## src/sv/latency_histogram_core_defines.svh

```systemverilog
// ----------------------------------------------------------------------------
// latency_histogram_core_defines.svh
// Assertion macros shared by the latency histogram RTL.
// ----------------------------------------------------------------------------
`ifndef LATENCY_HISTOGRAM_CORE_DEFINES_SVH
`define LATENCY_HISTOGRAM_CORE_DEFINES_SVH

// Property checked at every rising clock edge outside reset
`define LH_CHECK(label, prop, msg) \
    label: assert property (@(posedge i_clk) disable iff (!i_rst_n) (prop)) \
        else $error(msg);

// Condition in one cycle implies a consequence in the next
`define LH_CHECK_NEXT(label, ante, cons, msg) \
    label: assert property (@(posedge i_clk) disable iff (!i_rst_n) \
        (ante) |=> (cons)) else $error(msg);

`endif

```

## src/sv/lhist_pkg.sv

```systemverilog
// ----------------------------------------------------------------------------
// lhist_pkg
// Sizes, codes and shared types of the latency histogram.
// ----------------------------------------------------------------------------
`default_nettype none

package lhist_pkg;

    // Histogram geometry
    localparam int NUM_BUCKETS  = 256;
    localparam int BUCKET_WIDTH = 10;
    localparam int DATA_W       = 32;
    localparam int ADDR_W       = $clog2(NUM_BUCKETS);

    // Samples at or above LIMIT always land in the last bucket, so the
    // quotient is only needed for values below it (LIM_W bits).
    localparam longint unsigned LIMIT =
        longint'(BUCKET_WIDTH) * longint'(NUM_BUCKETS - 1);
    localparam int LIM_W = ($clog2(LIMIT) < 1) ? 1 : $clog2(LIMIT);

    // Reciprocal multiply: q = (x * RECIP) >> SHIFT, exact for x < 2**LIM_W
    localparam int SHIFT = LIM_W + $clog2(BUCKET_WIDTH);
    localparam longint unsigned RECIP =
        ((64'd1 << SHIFT) + longint'(BUCKET_WIDTH) - 64'd1) / longint'(BUCKET_WIDTH);
    localparam int RECIP_W = LIM_W + 2;
    localparam int PROD_W  = LIM_W + RECIP_W;

    // Command queue between front and back
    localparam int CMDQ_DEPTH = 2;
    localparam int CMDQ_PTR_W = $clog2(CMDQ_DEPTH);
    localparam int CMDQ_CNT_W = $clog2(CMDQ_DEPTH + 1);

    // Action codes on the input
    localparam logic [1:0] ACT_LOG   = 2'd0;
    localparam logic [1:0] ACT_CLEAR = 2'd1;
    localparam logic [1:0] ACT_READ  = 2'd2;

    // Decoded operation
    typedef enum logic [1:0] {
        OP_LOG,
        OP_CLEAR,
        OP_READ,
        OP_NONE
    } t_op;

    // Classified command handed from front to back
    typedef struct packed {
        t_op               op;
        logic [ADDR_W-1:0] addr;
        logic [DATA_W-1:0] sample;
        logic              hit;
        logic              last;
    } t_cmd;

    // Result item
    typedef struct packed {
        logic [DATA_W-1:0] count;
        logic              last;
        logic [DATA_W-1:0] total;
        logic [DATA_W-1:0] peak;
    } t_res;

endpackage

`default_nettype wire

```

## src/sv/lhist_cmdq.sv

```systemverilog
// ----------------------------------------------------------------------------
// lhist_cmdq
// Short command queue decoupling the front from the back.
// ----------------------------------------------------------------------------
`default_nettype none

`include "latency_histogram_core_defines.svh"

module lhist_cmdq (
    input  wire logic          i_clk,
    input  wire logic          i_rst_n,
    input  wire logic          i_push,
    input  wire lhist_pkg::t_cmd i_data,
    output logic               o_full,
    input  wire logic          i_pop,
    output lhist_pkg::t_cmd    o_data,
    output logic               o_empty
);

    import lhist_pkg::*;

    t_cmd                  r_mem [CMDQ_DEPTH];
    logic [CMDQ_PTR_W-1:0] r_wr_ptr;
    logic [CMDQ_PTR_W-1:0] r_rd_ptr;
    logic [CMDQ_CNT_W-1:0] r_count;

    logic do_push;
    logic do_pop;

    assign o_full  = r_count == CMDQ_CNT_W'(CMDQ_DEPTH);
    assign o_empty = r_count == '0;
    assign do_push = i_push && !o_full;
    assign do_pop  = i_pop && !o_empty;
    assign o_data  = r_mem[r_rd_ptr];

    // Pointers and fill level
    always_ff @(posedge i_clk) begin
        if (!i_rst_n) begin
            r_wr_ptr <= '0;
            r_rd_ptr <= '0;
            r_count  <= '0;
        end else begin
            if (do_push) begin
                r_wr_ptr <= (r_wr_ptr == CMDQ_PTR_W'(CMDQ_DEPTH - 1)) ?
                            '0 : r_wr_ptr + CMDQ_PTR_W'(1);
            end
            if (do_pop) begin
                r_rd_ptr <= (r_rd_ptr == CMDQ_PTR_W'(CMDQ_DEPTH - 1)) ?
                            '0 : r_rd_ptr + CMDQ_PTR_W'(1);
            end
            case ({do_push, do_pop})
                2'b10:   r_count <= r_count + CMDQ_CNT_W'(1);
                2'b01:   r_count <= r_count - CMDQ_CNT_W'(1);
                default: r_count <= r_count;
            endcase
        end
    end

    // Storage
    always_ff @(posedge i_clk) begin
        if (do_push) begin
            r_mem[r_wr_ptr] <= i_data;
        end
    end

    // Checks
    `LH_CHECK(a_cmdq_count_bound, r_count <= CMDQ_CNT_W'(CMDQ_DEPTH), "cmd queue over-filled")
    `LH_CHECK_NEXT(a_cmdq_last_pop, do_pop && !do_push && (r_count == CMDQ_CNT_W'(1)), o_empty, "cmd queue not empty after last pop")

endmodule

`default_nettype wire

```

## config.mk

```make
export PLATFORM = sky130hd
export DESIGN_NAME = lhist_cmdq
export DESIGN_NICKNAME = d
export VERILOG_FILES = /design/src/sv/lhist_pkg.sv /design/src/sv/lhist_cmdq.sv
export VERILOG_INCLUDE_DIRS = /design/src /design/src/sv
export SDC_FILE = /design/constraint.sdc
export NUM_CORES = 1
export LEC_CHECK = 0
export BUFFER_PORTS_ARGS = -buffer_cell sky130_fd_sc_hd__clkbuf_2
export CAP_MARGIN = 40
export CELL_PAD_IN_SITES_DETAIL_PLACEMENT = 0
export CELL_PAD_IN_SITES_GLOBAL_PLACEMENT = 1
export CORE_MARGIN = 3
export CORE_UTILIZATION = 39
export DETAILED_ROUTE_END_ITERATION = 6
export GPL_TIMING_DRIVEN = 0
export HOLD_SLACK_MARGIN = 0.15
export PLACE_DENSITY_LB_ADDON = 0.1
export SYNTH_ARGS = -nofsm -noshare
export SYNTH_HDL_FRONTEND = slang
export SYNTH_SLANG_ARGS = --single-unit
```

## constraint.sdc

```tcl
create_clock -name i_clk -period 2.2 [get_ports i_clk]
set_input_delay 0.44 -clock i_clk [delete_from_list [all_inputs] [get_ports i_clk]]
set_output_delay 0.44 -clock i_clk [all_outputs]
set_load 0.01 [all_outputs]
```

==> impl_results.md <==
* Synth Instances at 163
* Grt total ovfl at 0
* Worst path arrival time at 1.65 ns
* Syn_area_per_cell at 20.9 um2
* Top cells by count, synth: 88 x edfxtp_1, 44 x mux2_2, 5 x buf_2, 5 x dfxtp_1, 3 x xnor2_1
* Post-synth EDFFs at 88
* Switching fraction of total power at 28.9%
* Worst Skew at 0.0134 ns
* Routed wire per std cell at 15.8 um
* Area growth, synth to finish at 23.7%
* Post-route cell area at 4200 um2
* Outcome: finished, final reports clean
* P per Cell Area at 1100 nW/um2
* Row count at 33
* Fraction of layout cells with a size suffix above 1 at 59.3%
* Min Hold Slack at 0.275 ns
* RR Startpoint: r_count[0]
* Post-route insts no fill at 378
* Max Cap Viol at 0
* Post-route ant nets at 0
* Antenna cell count at 0
* Post-DP HPWL at 4.11 mm
* Initial antenna violation count at 0
* Synth area leaders: edfxtp_1 78%, mux2_2 15%, dfxtp_1 2.9%, xnor2_1 0.77%, buf_2 0.74%
* Die Y-Extent at 99.4 um
* Kind of critical path: reg2out
* Clk_lat worst skew at 0.35 ns
* FMAX at 479 MHz
* Die footprint at 9870 um2
* Hold Buf Count CTS at 0
* I/O pin count at 94
* Final net count at 318
* Area after DPL at 4040 um2
* Clk buf depth at 2
* Distinct cells, synth at 18
* Worst rel slew slack at 61.6%
* Total Wirelength at 5.96 mm
* Sequential-to-total area share from yosys stat at 80.7%
* Fin Setup TNS at 0 ns
* Root buf cell: clkbuf_8
* Largest net degree at the start of global routing at 24
* Synth Cell Area at 3400 um2
* CTS tree: yes
* Hold WC Path Type: in2reg
* Pre-CTS WS at 0.192 ns
* Post-Place Cells at 363
* Vias after detailed routing at 1,771
* CP required at 1.76 ns
* Final Hold Viols at 0
* CTS Buf Count at 9
* Cell with the most instances after synthesis: edfxtp_1
* Vias/cell at 4.69
* DR pass1 iterations at 4
* DRC viols at 0
* Clock group share of total power at 21.1%
* Synth warnings at 0
* Post-synth top area cell: edfxtp_1
* Die X at 99.4 um
* Maximum VDD drop at 413 uV
* GRT Total Usage at 12.7%
* Ys async rst share at 0%
* Clk sinks at 93
* Pint at 0.00328 W
* GP Congestion at 0.655
* Area share of the leading cell type in the synthesized netlist at 77.7%
* Synth Register Bits at 93
* Worst-Margin Slew at 0.576 ns
* Sw power at 0.00133 W
* RSZ-0062 raised after global routing: yes
* Slew Viols, Final at 0
* Startpoint Class: flop
* Register share of total power at 49.9%
* Synthesized net count at 212
* Critical Path Fanout Max at 10
* Core area at 8340 um2
* H-tree Lvls at 3
* Primary FF master, synth: edfxtp_1
* Combinational fraction of design power at 29.0%
* Initial Utilization at 40.8%
* Vias in the first global route at 1,832
* Period utilisation layout at 95.0%
* Kind of end point of the critical path: primary output
* Setup ws final at 0.111 ns
* DRT iter0 DRCs at 60
* Port buffer count at 93
* LEAKAGE at 1.59 nW
* # setup viols final at 0
* Crit path time final at 2.09 ns
* First-pass GRT wire length at 9.38 mm
* Clock transition at path regs at 0.09 ns
* HP Start: i_data[5]
## cell type report
class / instances / area (um2)
Buffer: 5 / 25.0
Clock inverter: 5 / 38.8
Inverter: 3 / 11.3
Clock buffer: 10 / 128
Timing Repair Buffer: 95 / 505
Multi-Input combinational cell: 62 / 622
Sequential cell: 93 / 2740
Tap cell: 105 / 131
Fill cell: 754 / 4140
## sequential cells by signal (all words and copies together) (netlist names), named ones only
register / cells
r_mem: 88
r_rd_ptr: 1
r_count: 2
r_wr_ptr: 1
## routing by layer
layer  wire (um)  GRT usage [%]  vias to the layer above  share of wire (%)
li1            -              -                      842                  -
met1        2450           14.8                      852                 41
met2        2880           20.2                       64                 48
met3         452           4.70                       13                7.6
met4         180           7.46                        0                3.0
met5           0              0                        -                  0
## metrics by stage
step | utilization, % | total power [W]
3_5_place_dp | 48.4 | 0.00372
4_1_cts | 50.4 | 0.00470
6_report | 50.4 | 0.00461
3_3_place_gp | 47.9 | 0.00369
2_1_floorplan | - | 0.00318
5_1_grt | 50.4 | 0.00487
## critical path, cell delays in order, from the launching register on
cell	delay, ns
dfxtp_1	0.31
buf_2	0.20
buf_2	0.30
mux2_2	0.37
clkbuf_2	0.13
## cells in the final DEF (no fill, tap or decap), drive strengths merged
master | netlist | final
edfxtp | 88 | 88
dfxtp | 5 | 5
nor2 | 1 | 1
mux2 | 44 | 44
and3 | 1 | 1
o21ai | 2 | 2
ha | 1 | 1
clkbuf | 0 | 103
clkinv | 0 | 1
inv | 3 | 3
a21boi | 2 | 2
and2 | 1 | 1
nor2b | 2 | 2
buf | 5 | 7
clkinvlp | 0 | 4
o21a | 1 | 1
or3 | 2 | 2
xnor2 | 3 | 3
nand2 | 1 | 1
nand2b | 1 | 1
## cells by family (layout without fill, tap and decap cells)
family                     count (synthesis)  after routing  share of synthesized area (%)
buffers and inverters                      8            118                           1.07
adders and majority gates                  1              1                          0.368
DFF                                       93             93                           80.7
AOI/OAI and AO/OA                          5              5                          0.957
xor gates and xnor gates                   3              3                          0.773
and+or+nand+nor                            9              9                           1.58
muxes                                     44             44                           14.6
## path summary, 6_finish.rpt
| kind | to | slack, ns | depth (start not counted) |
|---|---|---|---|
| hold reg to reg | r_wr_ptr | 0.49 | 2 |
| setup / recovery | o_data[10] | 0.11 | 4 |
| setup reg to reg | r_mem[0][7] | 0.23 | 5 |
| hold / removal | r_mem[1][5] | 0.27 | 1 |
## power by group through the flow
stage	combinational, W	clock [W]	sequential [W]
3_5_place_dp	0.00137	0	0.00235
3_3_place_gp	0.00134	0	0.00235
2_1_floorplan	0.000846	0	0.00233
5_1_grt	0.00146	0.00108	0.00233
4_1_cts	0.00138	0.00101	0.00231
6_report	0.00134	0.000972	0.00230
## what timing repair did
| item | CTS | global route |
|---|---|---|
| setup buffers | 0 | 0 |
| endpoints found under the setup margin | 0 | 13 |
| hold endpoints to repair | 0 | 0 |
| gates resized for setup | 0 | 0 |
(Power assumes the default switching activity.)
