$ cat config.mk
export PLATFORM = sky130hd
export DESIGN_NAME = lhist_front
export DESIGN_NICKNAME = d
export VERILOG_FILES = /design/src/sv/latency_histogram_core_defines.svh /design/src/sv/lhist_pkg.sv /design/src/sv/lhist_front.sv
export SDC_FILE = /design/constraint.sdc
export NUM_CORES = 1
export LEC_CHECK = 0
export BUFFER_PORTS_ARGS = -buffer_cell sky130_fd_sc_hd__buf_2
export CAP_MARGIN = 20
export CORE_MARGIN = 4
export CORE_UTILIZATION = 50
export CTS_CLUSTER_DIAMETER = 150
export CTS_CLUSTER_SIZE = 40
export DETAILED_ROUTE_END_ITERATION = 12
export PLACE_DENSITY = 0.73
export SLEW_MARGIN = 5
export SYNTH_ARGS = -nofsm -noshare
export SYNTH_HDL_FRONTEND = slang
export SYNTH_SLANG_ARGS = --single-unit
$ cat constraint.sdc
create_clock -name i_clk -period 12.4 [get_ports i_clk]
set_clock_uncertainty 0.15 [all_clocks]
set_input_delay 0.62 -clock i_clk [delete_from_list [all_inputs] [get_ports i_clk]]
set_output_delay 0.62 -clock i_clk [all_outputs]
set_load 0.005 [all_outputs]
$ cat src/sv/latency_histogram_core_defines.svh
// ----------------------------------------------------------------------------
// latency_histogram_core_defines.svh
// Assertion macros shared by the latency histogram RTL.
// ----------------------------------------------------------------------------
`ifndef LATENCY_HISTOGRAM_CORE_DEFINES_SVH
`define LATENCY_HISTOGRAM_CORE_DEFINES_SVH

// Property checked at every rising clock edge outside reset
`define LH_CHECK(label, prop, msg) \
    label: assert property (@(posedge i_clk) disable iff (!i_rst_n) (prop)) \
        else $error(msg);

// Condition in one cycle implies a consequence in the next
`define LH_CHECK_NEXT(label, ante, cons, msg) \
    label: assert property (@(posedge i_clk) disable iff (!i_rst_n) \
        (ante) |=> (cons)) else $error(msg);

`endif

$ cat src/sv/lhist_pkg.sv
// ----------------------------------------------------------------------------
// lhist_pkg
// Sizes, codes and shared types of the latency histogram.
// ----------------------------------------------------------------------------
`default_nettype none

package lhist_pkg;

    // Histogram geometry
    localparam int NUM_BUCKETS  = 256;
    localparam int BUCKET_WIDTH = 10;
    localparam int DATA_W       = 32;
    localparam int ADDR_W       = $clog2(NUM_BUCKETS);

    // Samples at or above LIMIT always land in the last bucket, so the
    // quotient is only needed for values below it (LIM_W bits).
    localparam longint unsigned LIMIT =
        longint'(BUCKET_WIDTH) * longint'(NUM_BUCKETS - 1);
    localparam int LIM_W = ($clog2(LIMIT) < 1) ? 1 : $clog2(LIMIT);

    // Reciprocal multiply: q = (x * RECIP) >> SHIFT, exact for x < 2**LIM_W
    localparam int SHIFT = LIM_W + $clog2(BUCKET_WIDTH);
    localparam longint unsigned RECIP =
        ((64'd1 << SHIFT) + longint'(BUCKET_WIDTH) - 64'd1) / longint'(BUCKET_WIDTH);
    localparam int RECIP_W = LIM_W + 2;
    localparam int PROD_W  = LIM_W + RECIP_W;

    // Command queue between front and back
    localparam int CMDQ_DEPTH = 2;
    localparam int CMDQ_PTR_W = $clog2(CMDQ_DEPTH);
    localparam int CMDQ_CNT_W = $clog2(CMDQ_DEPTH + 1);

    // Action codes on the input
    localparam logic [1:0] ACT_LOG   = 2'd0;
    localparam logic [1:0] ACT_CLEAR = 2'd1;
    localparam logic [1:0] ACT_READ  = 2'd2;

    // Decoded operation
    typedef enum logic [1:0] {
        OP_LOG,
        OP_CLEAR,
        OP_READ,
        OP_NONE
    } t_op;

    // Classified command handed from front to back
    typedef struct packed {
        t_op               op;
        logic [ADDR_W-1:0] addr;
        logic [DATA_W-1:0] sample;
        logic              hit;
        logic              last;
    } t_cmd;

    // Result item
    typedef struct packed {
        logic [DATA_W-1:0] count;
        logic              last;
        logic [DATA_W-1:0] total;
        logic [DATA_W-1:0] peak;
    } t_res;

endpackage

`default_nettype wire

$ cat src/sv/lhist_front.sv
// ----------------------------------------------------------------------------
// lhist_front
// Accepts items, decodes the action and works out the target bucket.
// ----------------------------------------------------------------------------
`default_nettype none

module lhist_front (
    input  wire logic          i_clk,
    input  wire logic          i_rst_n,
    input  wire logic          i_push,
    output logic               o_full,
    input  wire logic [1:0]    i_action,
    input  wire logic [31:0]   i_sample_value,
    input  wire logic [7:0]    i_bucket_index,
    output logic               o_cmd_push,
    output lhist_pkg::t_cmd    o_cmd,
    input  wire logic          i_cmd_full
);

    import lhist_pkg::*;

    logic              r_vld;
    t_op               r_op;
    logic              r_big;
    logic [PROD_W-1:0] r_prod;
    logic [DATA_W-1:0] r_sample;
    logic [ADDR_W-1:0] r_raddr;
    logic              r_hit;
    logic              r_last;

    logic              accept;
    t_op               n_op;
    logic [PROD_W-1:0] n_prod;
    logic              n_hit;
    logic              n_last;

    // Handshake: stage drains into the command queue
    assign o_cmd_push = r_vld && !i_cmd_full;
    assign o_full     = r_vld && i_cmd_full;
    assign accept     = i_push && !o_full;

    // Action decode
    always_comb begin
        case (i_action)
            ACT_LOG:   n_op = OP_LOG;
            ACT_CLEAR: n_op = OP_CLEAR;
            ACT_READ:  n_op = OP_READ;
            default:   n_op = OP_NONE;
        endcase
    end

    // Quotient by reciprocal multiply on the low bits of the sample
    assign n_prod = PROD_W'(i_sample_value[LIM_W-1:0]) * PROD_W'(RECIP);

    // Read index range check and overflow-bucket flag
    assign n_hit  = 32'(i_bucket_index) < 32'(NUM_BUCKETS);
    assign n_last = n_hit && (32'(i_bucket_index) == 32'(NUM_BUCKETS - 1));

    // Stage valid
    always_ff @(posedge i_clk) begin
        if (!i_rst_n) begin
            r_vld <= 1'b0;
        end else if (accept) begin
            r_vld <= 1'b1;
        end else if (o_cmd_push) begin
            r_vld <= 1'b0;
        end
    end

    // Stage payload
    always_ff @(posedge i_clk) begin
        if (accept) begin
            r_op     <= n_op;
            r_big    <= i_sample_value >= DATA_W'(LIMIT);
            r_prod   <= n_prod;
            r_sample <= i_sample_value;
            r_raddr  <= ADDR_W'(i_bucket_index);
            r_hit    <= n_hit;
            r_last   <= n_last;
        end
    end

    // Finish the bucket: shift the product, clamp large samples
    always_comb begin
        o_cmd.op     = r_op;
        o_cmd.sample = r_sample;
        o_cmd.hit    = r_hit;
        o_cmd.last   = r_last;
        if (r_op == OP_LOG) begin
            o_cmd.addr = r_big ? ADDR_W'(NUM_BUCKETS - 1) : r_prod[SHIFT +: ADDR_W];
        end else begin
            o_cmd.addr = r_raddr;
        end
    end

endmodule

`default_nettype wire

==> impl_metrics.json <==
{
  "synth_edf_count": 52,
  "internal_power_w": 0.0005366,
  "status": "finished clean",
  "num-fill-cells": 741,
  "synth_common_cells": "ha_1, inv_1, edfxtp_1, fa_1, nand2_1",
  "design_area_um2": 5270,
  "r2r_cells": 3,
  "gr-usage-met1_pct": 24.88,
  "hold_viol_final": 0,
  "initial_core_util_pct": 52.15,
  "cts_tree": "done",
  "cp.required_ps": 12320,
  "grt-ovfl-total": 0,
  "startpoint_type": "input pin",
  "setup_violations": 0,
  "rrSetupSlack_ps": 10730,
  "yosysTopAreaCellShare_pct": 33.68,
  "die_area_um2": 10880,
  "power_frac_comb_pct": 64.0,
  "synth.most_common_cell": "ha_1",
  "pwr-share-clk_pct": 10.8,
  "grt-busiest-layer": "met2",
  "place_hpwl_um": 8297,
  "synthFlopType": "edfxtp_1",
  "routed_wl_um": 9664,
  "synthCells": 410,
  "yosysSeqAreaShare_pct": 34.11,
  "slew_headroom_pct": 56.28,
  "slew_violations": 0,
  "drt_iter0_markers": 122,
  "synth_cell_type_count": 50,
  "port-buffer-count": 90,
  "drc": 0,
  "worstSetupPathType": "in -> reg",
  "nets": 665,
  "clockBufferDepth": 2,
  "grt_max_degree": 53,
  "avgSynthCellArea_um2": 11.31,
  "grtUsageTotal_pct": 18.49,
  "p_leak_nw": 2.630,
  "firstDrtPassIters": 4,
  "syn-num-nets": 579,
  "p_switching_w": 0.0004292,
  "worst_pin_slew_ps": 655.8,
  "async_reset_ff_share_pct": 0,
  "clkSinkCount": 53,
  "cts_max_level": 2,
  "worstHoldEndpoint": "r_op[0]",
  "die_h_um": 104.3,
  "coreArea_um2": 8891,
  "final.period_utilization_pct": 39.61,
  "end_kind": "flip-flop",
  "numCtsBuffers": 5,
  "routedWlPerCell_um": 15.97,
  "fmax_mhz": 203.6,
  "die_w_um": 104.3,
  "cp.arrival_ps": 4830,
  "via_per_inst": 5.359,
  "ir_drop_mv": 0.1237,
  "hold_path_class": "in -> reg",
  "antenna_found_initial": 0,
  "yosys-top-cells-area": "edfxtp_1, ha_1, fa_1, inv_1, nand2_1",
  "crit_path_max_fanout": 6,
  "cts_resized": 0,
  "grt_pass1_vias": 3326,
  "drive_above_1_share_pct": 21.33,
  "finish.utilization_pct": 59.27,
  "ys_ff_latch": 53,
  "gr-usage-met3_pct": 3.104,
  "post_cts_buffers": 0,
  "hold_buffers": 0,
  "r2r-start": "r_vld",
  "ant_nets": 0,
  "yosysWarnings": 0,
  "insertion_delay_ps": 310,
  "min_from": "i_action[0]",
  "vias": 3242,
  "pin_count": 92,
  "synth.cell_area_um2": 4637,
  "fin_tns_setup_ps": 0,
  "root_buffer": "clkbuf_8",
  "maxCapViolations": 0,
  "period_minus_slack_ps": 4912,
  "rows": 34,
  "antenna_cells": 0,
  "sw_frac_of_total_pct": 44.44,
  "synth_largest_area_cell": "edfxtp_1",
  "p_seq_share_pct": 25.2,
  "grtUsageMet2_pct": 30.67,
  "path_clk_slew_ps": 110,
  "syn_to_final_growth_pct": 13.65,
  "rsz0062_at_grt": "no",
  "p_per_area_nw_per_um2": 183.3,
  "grt_pass1_wl_um": 16280,
  "placed_cell_area_um2": 5172,
  "rr_endpoint": "r_prod[18]",
  "holdPathStages": 1,
  "gp_congestion": 0.9256
}
## cell type report
class                      count  area, um2  area share (%)
multi-input combinational    266       2701           51.26
sequential                    53       1582           30.01
timing repair buffer          91      457.9           8.689
inverter                      79      296.5           5.627
tap                          108      135.1           2.564
clock buffer                   5      68.82           1.306
clock inverter                 3      28.78          0.5461
## how the worst max path moves through the flow
stage                                 start  depth (start not counted)  slack, ps    endpoint
after floorplan           i_sample_value[6]                         15       7590  r_prod[22]
after global placement    i_sample_value[3]                         16       7280  r_prod[22]
after detailed placement  i_sample_value[3]                         16       7170  r_prod[22]
after CTS                 i_sample_value[3]                         16       7500  r_prod[22]
after global routing      i_sample_value[6]                         16       7280  r_prod[22]
final                     i_sample_value[7]                         16       7490  r_prod[22]
## critical path: stages
cell and delay [ps]:
buf_2 150, ha_1 330, inv_1 70, fa_1 530
inv_1 50, fa_1 510, fa_1 550, inv_1 60
fa_1 530, inv_1 40, ha_1 330, and4_1 240
nand3_1 130, nand3b_1 230, and2_1 220, o211a_1 230
## state kept, by name, indices dropped and copies added (netlist names)
name,cells
r_big,1
r_last,1
r_op,2
r_prod,8
r_raddr,8
r_sample,32
r_vld,1
## per-layer routing
metal / share of wire [%] / vias to the layer above / routed length (um)
met5: 0 / - / 0
met4: 2.0 / 0 / 196
met3: 5.8 / 14 / 557
met2: 48 / 115 / 4645
met1: 44 / 1530 / 4265
li1: - / 1583 / -
## per-stage QoR
step	power (W)	std cells	worst slack (ps)	hold slack, ps
after global placement	0.0008575	597	7282	490.0
after global routing	0.001067	605	7276	308.8
after detailed placement	0.0008637	597	7175	528.6
final	0.0009658	605	7488	325.8
after floorplan	0.0007243	410	7592	438.2
after CTS	0.0009733	605	7505	318.8
## cells in the final DEF (no fill, tap or decap), types with 3 or more instances in the layout
master and n:
inv_1 79, buf_2 90, nor2_1 15, nand3_1 6
a21oi_1 15, a21o_1 6, o21a_1 3, ha_1 86
o21ai_0 15, nand2_1 22, nor3_1 5, edfxtp_1 52
xnor2_1 5, fa_1 37, clkbuf_8 5, nand4_1 4
and2_1 4, nor4_1 6
## power by group through the flow
stage               clock, W  sequential [W]  combinational [W]
floorplan                  0        0.000248           0.000476
global placement           0        0.000248           0.000610
detailed placement         0        0.000248           0.000615
CTS                 0.000108        0.000244           0.000622
global route        0.000115        0.000246           0.000706
finish              0.000104        0.000244           0.000618
## cells by family after synthesis
logic type / count (synthesis) / share of synthesized area, %
flip-flops: 53 / 34.11
XOR/XNOR: 8 / 1.808
adder cells (fa/ha/maj): 123 / 39.18
AO/OA/AOI/OAI: 60 / 9.012
AND/OR/NAND/NOR: 73 / 7.798
buffers and inverters: 91 / 7.798
other: 1 / 0.08087
multiplexers: 1 / 0.2159
Power figures use the tool's default switching activity.
